### config.mk
export PLATFORM = sky130hd
export DESIGN_NAME = multichannel_block_median_filter_core_flat
export DESIGN_NICKNAME = d
export VERILOG_FILES = /design/src/hdl/mbmf_pkg.sv /design/src/hdl/mbmf_if.sv /design/src/hdl/mbmf_ctrl.sv /design/src/hdl/mbmf_datapath.sv /design/src/hdl/multichannel_block_median_filter_core.sv /design/src/flat_wrapper.sv
export SDC_FILE = /design/constraint.sdc
export NUM_CORES = 1
export LEC_CHECK = 0
export ABC_AREA = 1
export BUFFER_PORTS_ARGS = -buffer_cell sky130_fd_sc_hd__buf_2
export CORE_MARGIN = 5
export CORE_UTILIZATION = 50
export DETAILED_ROUTE_END_ITERATION = 10
export HOLD_SLACK_MARGIN = 0.02
export PLACE_DENSITY_LB_ADDON = 0.2
export SLEW_MARGIN = 20
export SYNTH_ARGS = -nofsm -noshare
export SYNTH_HDL_FRONTEND = slang
export SYNTH_SLANG_ARGS = --single-unit
### constraint.sdc
create_clock -name clk_i -period 3.7 [get_ports clk_i]
set_input_delay 0.74 -clock clk_i [delete_from_list [all_inputs] [get_ports clk_i]]
set_output_delay 0.74 -clock clk_i [all_outputs]
set_load 0.02 [all_outputs]
### src/hdl/mbmf_pkg.sv
// shared constants, types and state encoding of the block median filter
package mbmf_pkg;

  localparam int SAMPLE_W     = 12;
  localparam int NUM_FIELDS   = 4;
  localparam int DEF_WINDOW   = 8;
  localparam int DEF_CHANNELS = 4;

  typedef logic [SAMPLE_W-1:0] sample_t;

  // controller states
  typedef enum logic [1:0] {
    ST_IDLE,
    ST_SCAN,
    ST_DRAIN,
    ST_OUT
  } ctrl_state_e;

  // commands from controller to datapath
  typedef struct packed {
    logic wr_en;
    logic scan_step;
  } dp_cmd_t;

  // status from datapath to controller
  typedef struct packed {
    logic fill_last;
    logic scan_last;
  } dp_status_t;

endpackage

### src/hdl/mbmf_if.sv
// request channel interfaces for samples in and medians out
interface mbmf_sample_if;
  logic                    valid;
  logic                    ready;
  logic [mbmf_pkg::SAMPLE_W-1:0] sample_ch0;
  logic [mbmf_pkg::SAMPLE_W-1:0] sample_ch1;
  logic [mbmf_pkg::SAMPLE_W-1:0] sample_ch2;
  logic [mbmf_pkg::SAMPLE_W-1:0] sample_ch3;

  modport source (output valid, sample_ch0, sample_ch1, sample_ch2, sample_ch3,
                  input ready);
  modport sink   (input valid, sample_ch0, sample_ch1, sample_ch2, sample_ch3,
                  output ready);
endinterface

interface mbmf_median_if;
  logic                    valid;
  logic                    ready;
  logic [mbmf_pkg::SAMPLE_W-1:0] median_ch0;
  logic [mbmf_pkg::SAMPLE_W-1:0] median_ch1;
  logic [mbmf_pkg::SAMPLE_W-1:0] median_ch2;
  logic [mbmf_pkg::SAMPLE_W-1:0] median_ch3;

  modport source (output valid, median_ch0, median_ch1, median_ch2, median_ch3,
                  input ready);
  modport sink   (input valid, median_ch0, median_ch1, median_ch2, median_ch3,
                  output ready);
endinterface

### src/hdl/mbmf_ctrl.sv
// controller state machine of the block median filter
module mbmf_ctrl (
  input  logic                 clk_i,
  input  logic                 rst_ni,
  input  logic                 in_valid_i,
  output logic                 in_ready_o,
  output logic                 out_valid_o,
  input  logic                 out_ready_i,
  output mbmf_pkg::dp_cmd_t    cmd_o,
  input  mbmf_pkg::dp_status_t status_i
);
  import mbmf_pkg::*;

  ctrl_state_e state_q, state_d;
  logic        in_fire;

  assign in_fire = in_valid_i && in_ready_o;

  // state register
  always_ff @(posedge clk_i or negedge rst_ni) begin
    if (!rst_ni) begin
      state_q <= ST_IDLE;
    end else begin
      state_q <= state_d;
    end
  end

  // next state
  always_comb begin
    state_d = state_q;
    unique case (state_q)
      ST_IDLE: begin
        if (in_fire && status_i.fill_last) begin
          state_d = ST_SCAN;
        end
      end
      ST_SCAN: begin
        if (status_i.scan_last) begin
          state_d = ST_DRAIN;
        end
      end
      ST_DRAIN: begin
        state_d = ST_OUT;
      end
      ST_OUT: begin
        if (out_ready_i) begin
          state_d = ST_IDLE;
        end
      end
      default: begin
        state_d = ST_IDLE;
      end
    endcase
  end

  // outputs
  always_comb begin
    in_ready_o      = 1'b0;
    out_valid_o     = 1'b0;
    cmd_o.scan_step = 1'b0;
    unique case (state_q)
      ST_IDLE: begin
        in_ready_o = 1'b1;
      end
      ST_SCAN: begin
        cmd_o.scan_step = 1'b1;
      end
      ST_DRAIN: begin
      end
      ST_OUT: begin
        // filling may go on, but a completing sample waits for the result to leave
        out_valid_o = 1'b1;
        in_ready_o  = !status_i.fill_last;
      end
      default: begin
      end
    endcase
    cmd_o.wr_en = in_fire;
  end

  // a completing sample never lands while a result is pending
  a_no_complete_in_out: assert property (@(posedge clk_i) disable iff (!rst_ni)
    (state_q == ST_OUT) |-> !(in_fire && status_i.fill_last))
    else $error("window completed while result pending");

  // the last scan step moves the controller to the drain state
  a_scan_to_drain: assert property (@(posedge clk_i) disable iff (!rst_ni)
    (state_q == ST_SCAN && status_i.scan_last) |=> (state_q == ST_DRAIN))
    else $error("scan did not end in drain");

  // a result appears right after the drain cycle
  a_drain_to_out: assert property (@(posedge clk_i) disable iff (!rst_ni)
    (state_q == ST_DRAIN) |=> out_valid_o)
    else $error("result not presented after drain");

  // completing a window starts a scan
  a_fill_starts_scan: assert property (@(posedge clk_i) disable iff (!rst_ni)
    (state_q == ST_IDLE && in_fire && status_i.fill_last) |=> (state_q == ST_SCAN))
    else $error("scan not started after last sample");

endmodule

### src/hdl/mbmf_datapath.sv
// window memories, rank counting and median registers
module mbmf_datapath #(
  parameter int WINDOW   = mbmf_pkg::DEF_WINDOW,
  parameter int CHANNELS = mbmf_pkg::DEF_CHANNELS
) (
  input  logic                                             clk_i,
  input  logic                                             rst_ni,
  input  mbmf_pkg::dp_cmd_t                                cmd_i,
  output mbmf_pkg::dp_status_t                             status_o,
  input  logic [mbmf_pkg::NUM_FIELDS-1:0][mbmf_pkg::SAMPLE_W-1:0] samples_i,
  output logic [mbmf_pkg::NUM_FIELDS-1:0][mbmf_pkg::SAMPLE_W-1:0] medians_o
);
  import mbmf_pkg::*;

  localparam int IDX_W = (WINDOW > 1) ? $clog2(WINDOW) : 1;
  localparam int CNT_W = $clog2(WINDOW + 1);
  localparam logic [IDX_W-1:0] LAST_IDX = IDX_W'(WINDOW - 1);
  localparam logic [CNT_W-1:0] MID_RANK = CNT_W'(WINDOW / 2);

  logic [IDX_W-1:0] fill_q, fill_d;
  logic [IDX_W-1:0] cand_q, cand_d;
  logic [IDX_W-1:0] peer_q, peer_d;
  logic             fill_last, peer_last;

  // read pipeline stage flags
  logic             rd_v_q;
  logic             rd_first_q;
  logic             rd_last_q;
  logic [IDX_W-1:0] rd_cand_q;
  logic [IDX_W-1:0] rd_peer_q;

  assign fill_last          = (fill_q == LAST_IDX);
  assign peer_last          = (peer_q == LAST_IDX);
  assign status_o.fill_last = fill_last;
  assign status_o.scan_last = cmd_i.scan_step && peer_last && (cand_q == LAST_IDX);

  // fill position and scan index pair
  always_comb begin
    fill_d = fill_q;
    cand_d = cand_q;
    peer_d = peer_q;
    if (cmd_i.wr_en) begin
      fill_d = fill_last ? '0 : fill_q + 1'b1;
    end
    if (cmd_i.scan_step) begin
      if (peer_last) begin
        peer_d = '0;
        cand_d = (cand_q == LAST_IDX) ? '0 : cand_q + 1'b1;
      end else begin
        peer_d = peer_q + 1'b1;
      end
    end
  end

  always_ff @(posedge clk_i or negedge rst_ni) begin
    if (!rst_ni) begin
      fill_q <= '0;
      cand_q <= '0;
      peer_q <= '0;
      rd_v_q <= 1'b0;
    end else begin
      fill_q <= fill_d;
      cand_q <= cand_d;
      peer_q <= peer_d;
      rd_v_q <= cmd_i.scan_step;
    end
  end

  always_ff @(posedge clk_i) begin
    rd_first_q <= (peer_q == '0);
    rd_last_q  <= peer_last;
    rd_cand_q  <= cand_q;
    rd_peer_q  <= peer_q;
  end

  // one window memory and rank counter per active channel
  for (genvar ch = 0; ch < NUM_FIELDS; ch++) begin : g_ch
    if (ch < CHANNELS) begin : g_active
      sample_t          mem [WINDOW];
      sample_t          cand_val_q;
      sample_t          peer_val_q;
      logic [CNT_W-1:0] rank_q, rank_d;
      sample_t          median_q;
      logic             below;

      // window write and two registered reads
      always_ff @(posedge clk_i) begin
        if (cmd_i.wr_en) begin
          mem[fill_q] <= samples_i[ch];
        end
        cand_val_q <= mem[cand_q];
        peer_val_q <= mem[peer_q];
      end

      // peer sorts ahead of candidate, ties broken by position
      assign below = (peer_val_q < cand_val_q) ||
                     ((peer_val_q == cand_val_q) && (rd_peer_q < rd_cand_q));

      always_comb begin
        rank_d = (rd_first_q ? '0 : rank_q) + CNT_W'(below);
      end

      // rank accumulation and median capture
      always_ff @(posedge clk_i) begin
        if (rd_v_q) begin
          rank_q <= rank_d;
          if (rd_last_q && (rank_d == MID_RANK)) begin
            median_q <= cand_val_q;
          end
        end
      end

      assign medians_o[ch] = median_q;
    end else begin : g_idle
      assign medians_o[ch] = '0;
    end
  end

endmodule

### src/hdl/multichannel_block_median_filter_core.sv
// top level of the multichannel block median decimation filter
//
// Usage: samp_i takes one request per conversion set, four 12-bit samples,
// one per channel. Each set is written into its channel's window at the
// current fill position. The set that fills the last position triggers a
// scan, and med_o then presents one request with the sorted element at index
// WINDOW/2 of every active channel; inactive channels read as zero.
// The rank-counting scan visits every candidate and peer pair once, all
// channels in parallel, through the two read ports of each window memory.
// Samples are taken at one sample per cycle while filling, but none during
// the scan and drain.
// Reset clears the fill position and controller; window contents are
// undefined until filled, and no clearing pass is needed.
// While the receiver stalls the result is held, and further samples of the
// next window are still taken, except the one that would complete it.
module multichannel_block_median_filter_core #(
  parameter int WINDOW   = mbmf_pkg::DEF_WINDOW,
  parameter int CHANNELS = mbmf_pkg::DEF_CHANNELS
) (
  input  logic          clk_i,
  input  logic          rst_ni,
  mbmf_sample_if.sink   samp_i,
  mbmf_median_if.source med_o
);
  import mbmf_pkg::*;

  dp_cmd_t                                  cmd;
  dp_status_t                               status;
  logic [NUM_FIELDS-1:0][SAMPLE_W-1:0]      samples;
  logic [NUM_FIELDS-1:0][SAMPLE_W-1:0]      medians;

  // payload packing
  assign samples[0] = samp_i.sample_ch0;
  assign samples[1] = samp_i.sample_ch1;
  assign samples[2] = samp_i.sample_ch2;
  assign samples[3] = samp_i.sample_ch3;

  assign med_o.median_ch0 = medians[0];
  assign med_o.median_ch1 = medians[1];
  assign med_o.median_ch2 = medians[2];
  assign med_o.median_ch3 = medians[3];

  // controller
  mbmf_ctrl u_ctrl (
    .clk_i       (clk_i),
    .rst_ni      (rst_ni),
    .in_valid_i  (samp_i.valid),
    .in_ready_o  (samp_i.ready),
    .out_valid_o (med_o.valid),
    .out_ready_i (med_o.ready),
    .cmd_o       (cmd),
    .status_i    (status)
  );

  // datapath
  mbmf_datapath #(
    .WINDOW   (WINDOW),
    .CHANNELS (CHANNELS)
  ) u_datapath (
    .clk_i     (clk_i),
    .rst_ni    (rst_ni),
    .cmd_i     (cmd),
    .status_o  (status),
    .samples_i (samples),
    .medians_o (medians)
  );

endmodule

### src/flat_wrapper.sv
// flat-port wrapper written by rule: the top's interface ports become plain ports
module multichannel_block_median_filter_core_flat import mbmf_pkg::*;
#(
  parameter int WINDOW   = mbmf_pkg::DEF_WINDOW,
  parameter int CHANNELS = mbmf_pkg::DEF_CHANNELS
)
  (clk_i, rst_ni, samp_i_valid, samp_i_sample_ch0, samp_i_sample_ch1, samp_i_sample_ch2, samp_i_sample_ch3, samp_i_ready, med_o_valid, med_o_median_ch0, med_o_median_ch1, med_o_median_ch2, med_o_median_ch3, med_o_ready);
  mbmf_sample_if samp_i_i ();
  mbmf_median_if med_o_i ();
  input  logic clk_i;
  input  logic rst_ni;
  input wire logic [$bits(samp_i_i.valid)-1:0] samp_i_valid;
  input wire logic [$bits(samp_i_i.sample_ch0)-1:0] samp_i_sample_ch0;
  input wire logic [$bits(samp_i_i.sample_ch1)-1:0] samp_i_sample_ch1;
  input wire logic [$bits(samp_i_i.sample_ch2)-1:0] samp_i_sample_ch2;
  input wire logic [$bits(samp_i_i.sample_ch3)-1:0] samp_i_sample_ch3;
  output wire logic [$bits(samp_i_i.ready)-1:0] samp_i_ready;
  output wire logic [$bits(med_o_i.valid)-1:0] med_o_valid;
  output wire logic [$bits(med_o_i.median_ch0)-1:0] med_o_median_ch0;
  output wire logic [$bits(med_o_i.median_ch1)-1:0] med_o_median_ch1;
  output wire logic [$bits(med_o_i.median_ch2)-1:0] med_o_median_ch2;
  output wire logic [$bits(med_o_i.median_ch3)-1:0] med_o_median_ch3;
  input wire logic [$bits(med_o_i.ready)-1:0] med_o_ready;
  assign samp_i_i.valid = samp_i_valid;
  assign samp_i_i.sample_ch0 = samp_i_sample_ch0;
  assign samp_i_i.sample_ch1 = samp_i_sample_ch1;
  assign samp_i_i.sample_ch2 = samp_i_sample_ch2;
  assign samp_i_i.sample_ch3 = samp_i_sample_ch3;
  assign samp_i_ready = samp_i_i.ready;
  assign med_o_valid = med_o_i.valid;
  assign med_o_median_ch0 = med_o_i.median_ch0;
  assign med_o_median_ch1 = med_o_i.median_ch1;
  assign med_o_median_ch2 = med_o_i.median_ch2;
  assign med_o_median_ch3 = med_o_i.median_ch3;
  assign med_o_i.ready = med_o_ready;
  multichannel_block_median_filter_core #(.WINDOW(WINDOW), .CHANNELS(CHANNELS)) u_core (.clk_i(clk_i), .rst_ni(rst_ni), .samp_i(samp_i_i), .med_o(med_o_i));
endmodule
==> metrics.txt <==
Final #Nets 2667; die area 0.0550 sq mm; flops & latches, synth 564; routed vias/inst 5.52; drt pass-1 iters 6; final hold slack 0.402 ns; RSZ-0062 raised after global routing false; CP Max Fanout 12; Seq pwr share 39.1%; Final Max Tran Viols 0; core area 0.0500 sq mm; Post-CTS Resized 0; worst slew pin tran 1.12 ns; synth-to-layout area growth 11.9%; routed wire length 62400 um; Clock Root Buffer clkbuf_16; Leakage 11.2 nW; pwr/cell area 802 mW/mm^2; final period utilization 78.4%; Clock Sink Count 564; Critical Path RT 4.00 ns; layout cells sized above 1 9.40%; routed vias 18100; Synth cell types 27; CP Launch Type flop; Post-Syn Nets 2620; Logic pwr share 34.7%; Setup CP Type flop to flop; post-synthesis cell area 0.0252 sq mm; register area share after synthesis 62.8%; # IOs 102; maximum vdd drop 598 uV; fmax 0.345 GHz; switch share 37.0%; initial antenna violation count 5; final hold viol count 0; maximum root-to-sink buffer count 3; Worst EP arrival 3.20 ns; Hold Path Class input port to flop; Worst-Skew Late Latency 0.61 ns; total track usage 22.4%; Avg Inst Size Synth 10.1 sq um; cells after synthesis 2499; number of buffers created by CTS 58; worst clock skew 0.0107 ns; hold path startpoint samp_i_sample_ch2[10]; Clock power frac 26.2%; Post-CTS Setup Bufs 0; Hold Path End u_core.u_datapath.g_ch[2].g_active.mem[7][10]$_DFFE_PP_; Antenna Nets Post-Route 0; Worst R2R Path Depth 12; I/O Buffers 101; hpwl dp 34600 um; Reg2Reg Setup Slack 0.80 ns; Die Width 234 um; vias in the first global route 17600; Pint 0.0142 W; DRC Markers 0; synth warn 0; htree depth 2; Die Ht 234 um; RR Startpoint u_core.u_datapath.rd_cand_q[2]$_DFF_P_; Clock transition at path regs 0.06 ns; Starting Density 50.4%; grt total ovfl 0; switching power 0.00835 W; worst rel slew slack 25.5%; Setup-failing EPs final 0; Hold Path Stages 1; DR WL/cell 19.1 um; # rows 82; status finished, final reports clean; crit path time final 2.90 ns; maxcap violations 0; placed cells 3157; R2R Path End u_core.u_datapath.g_ch[3].g_active.median_q[11]$_DFFE_PP_; Critical Path End Type flop; routability-driven placement congestion ratio 0.768; DRT iter0 DRCs 1847; largest net degree at the start of global routing 216; CTS tree yes; number of cells in the finished layout apart from fillers 3271; first-pass GRT wire length 95800 um; Filler Cells Inserted 4180
==> final cells by class <==
| cell class | instances | area, sq um | area share, % |
|---|---|---|---|
| Timing Repair Buffer | 135 | 926 | 3.28 |
| Antenna cell | 3 | 7.51 | 0.0266 |
| Clock inverter | 17 | 185 | 0.657 |
| Tap cell | 672 | 841 | 2.98 |
| Multi-Input combinational cell | 1527 | 7610 | 27.0 |
| Sequential cell | 564 | 15900 | 56.2 |
| Clock buffer | 93 | 1800 | 6.37 |
| Inverter | 260 | 976 | 3.46 |
==> stage by stage <==
stage | setup slack, ns | util (%) | power (W) | instance area [sq um] | TNS (ns)
CTS | 0.803 | 56.4 | 0.0227 | 28200 | 0
floorplan | -0.127 | - | 0.0147 | 25200 | -48.77
detailed placement | 0.819 | 52.4 | 0.0167 | 26200 | 0
global placement | 0.849 | 52.4 | 0.0164 | 26200 | 0
finish | 0.798 | 56.4 | 0.0226 | 28200 | 0
global route | 0.582 | 56.4 | 0.0242 | 28200 | 0
==> registers in the layout, indices dropped and copies added, names as in the netlist <==
name,flops
u_core.u_datapath.rd_cand_q,3
u_core.u_datapath.g_ch.g_active.cand_val_q,48
u_core.u_datapath.g_ch.g_active.median_q,48
u_core.u_datapath.fill_q,3
u_core.u_datapath.rd_last_q,1
u_core.u_datapath.cand_q,3
u_core.u_datapath.g_ch.g_active.rank_q,16
u_core.u_datapath.rd_first_q,1
u_core.u_ctrl.state_q,2
u_core.u_datapath.rd_peer_q,3
u_core.u_datapath.g_ch.g_active.mem,384
u_core.u_datapath.peer_q,3
u_core.u_datapath.rd_v_q,1
u_core.u_datapath.g_ch.g_active.peer_val_q,48
==> power by group through the flow <==
stage	clock, W	sequential [W]	combinational [W]
global route	0.00630	0.00893	0.00896
global placement	0	0.00891	0.00746
detailed placement	0	0.00895	0.00777
finish	0.00593	0.00883	0.00784
floorplan	0	0.00857	0.00612
CTS	0.00604	0.00882	0.00782
==> layer usage <==
metal	vias to the layer above	share of wire [%]	global-route usage, %
met4	6	2.3	6.99
met2	732	48	37.7
met5	-	0.066	0
met1	8592	41	29.4
met3	104	8.3	4.62
li1	8625	-	-
==> cells in the final DEF (no fill, tap or decap), types with 17 or more instances in the layout <==
cell / netlist / layout
o21ai_0: 302 / 302
clkbuf_16: 0 / 61
nor2_1: 134 / 126
a21oi_1: 205 / 205
nand2_1: 589 / 589
buf_4: 6 / 20
o21ai_1: 93 / 93
o211ai_1: 96 / 96
clkbuf_1: 51 / 17
dfxtp_1: 104 / 104
inv_1: 258 / 256
edfxtp_1: 448 / 448
ha_1: 69 / 69
buf_2: 59 / 101
==> cell families after synthesis <==
| group | synth area share [%] |
|---|---|
| flip-flops | 62.8 |
| AO/OA/AOI/OAI | 15.0 |
| XOR/XNOR | 0.278 |
| adder cells (fa/ha/maj) | 3.43 |
| buffers and inverters | 7.20 |
| AND/OR/NAND/NOR | 11.3 |
==> critical path: stages, from the launching register on <==
cell and delay, ns:
dfxtp_1 0.31, inv_1 0.04, ha_1 0.29, a21oi_1 0.16, o21a_1 0.55, nand3_1 0.13
nand2_1 0.10, ha_1 0.16, ha_1 0.25, nor3_1 0.20, nand2_1 0.08, nor2_1 0.10
buf_4 0.22
==> how the worst max path moves through the flow <==
stage / start / end / slack, ns
4_1_cts: u_core.u_datapath.fill_q[1]$_DFFE_PN0P_ / u_core.u_datapath.g_ch[2].g_active.mem[1][1]$_DFFE_PP_ / 0.80
5_1_grt: u_core.u_datapath.rd_cand_q[2]$_DFF_P_ / u_core.u_datapath.g_ch[0].g_active.median_q[3]$_DFFE_PP_ / 0.58
3_5_place_dp: u_core.u_datapath.fill_q[1]$_DFFE_PN0P_ / u_core.u_datapath.g_ch[2].g_active.mem[1][4]$_DFFE_PP_ / 0.82
3_3_place_gp: u_core.u_datapath.rd_cand_q[2]$_DFF_P_ / u_core.u_datapath.g_ch[1].g_active.median_q[0]$_DFFE_PP_ / 0.85
2_1_floorplan: u_core.u_datapath.fill_q[0]$_DFFE_PN0P_ / u_core.u_datapath.g_ch[0].g_active.mem[0][0]$_DFFE_PP_ / -0.13
6_report: u_core.u_datapath.rd_cand_q[2]$_DFF_P_ / u_core.u_datapath.g_ch[3].g_active.median_q[11]$_DFFE_PP_ / 0.80
==> synth_stat cells (all sizes together) <==
cell,instances,area (sq um)
ha,69,863
or2,2,12.5
nand3,15,75.1
dfxtp,104,2080
a31oi,1,6.26
a21o,4,30.0
xor2,4,35.0
a21oi,205,1030
nor2,134,503
nor3,4,20.0
edfxtp,448,13500
nand2,589,2210
clkbuf,55,211
o211ai,96,721
dfrtp,12,300
buf,93,626
xnor2,4,35.0
nand4,4,25.0
o21ai,395,1980
o21a,1,7.51
inv,260,976
==> timing repair <==
item / 4_1_cts / 5_1_grt
endpoints found under the setup margin: 0 / 0
hold buffers: 1 / 0
endpoints found under the hold margin: 12 / 0
No activity file was read; power rests on OpenSTA's default activity.
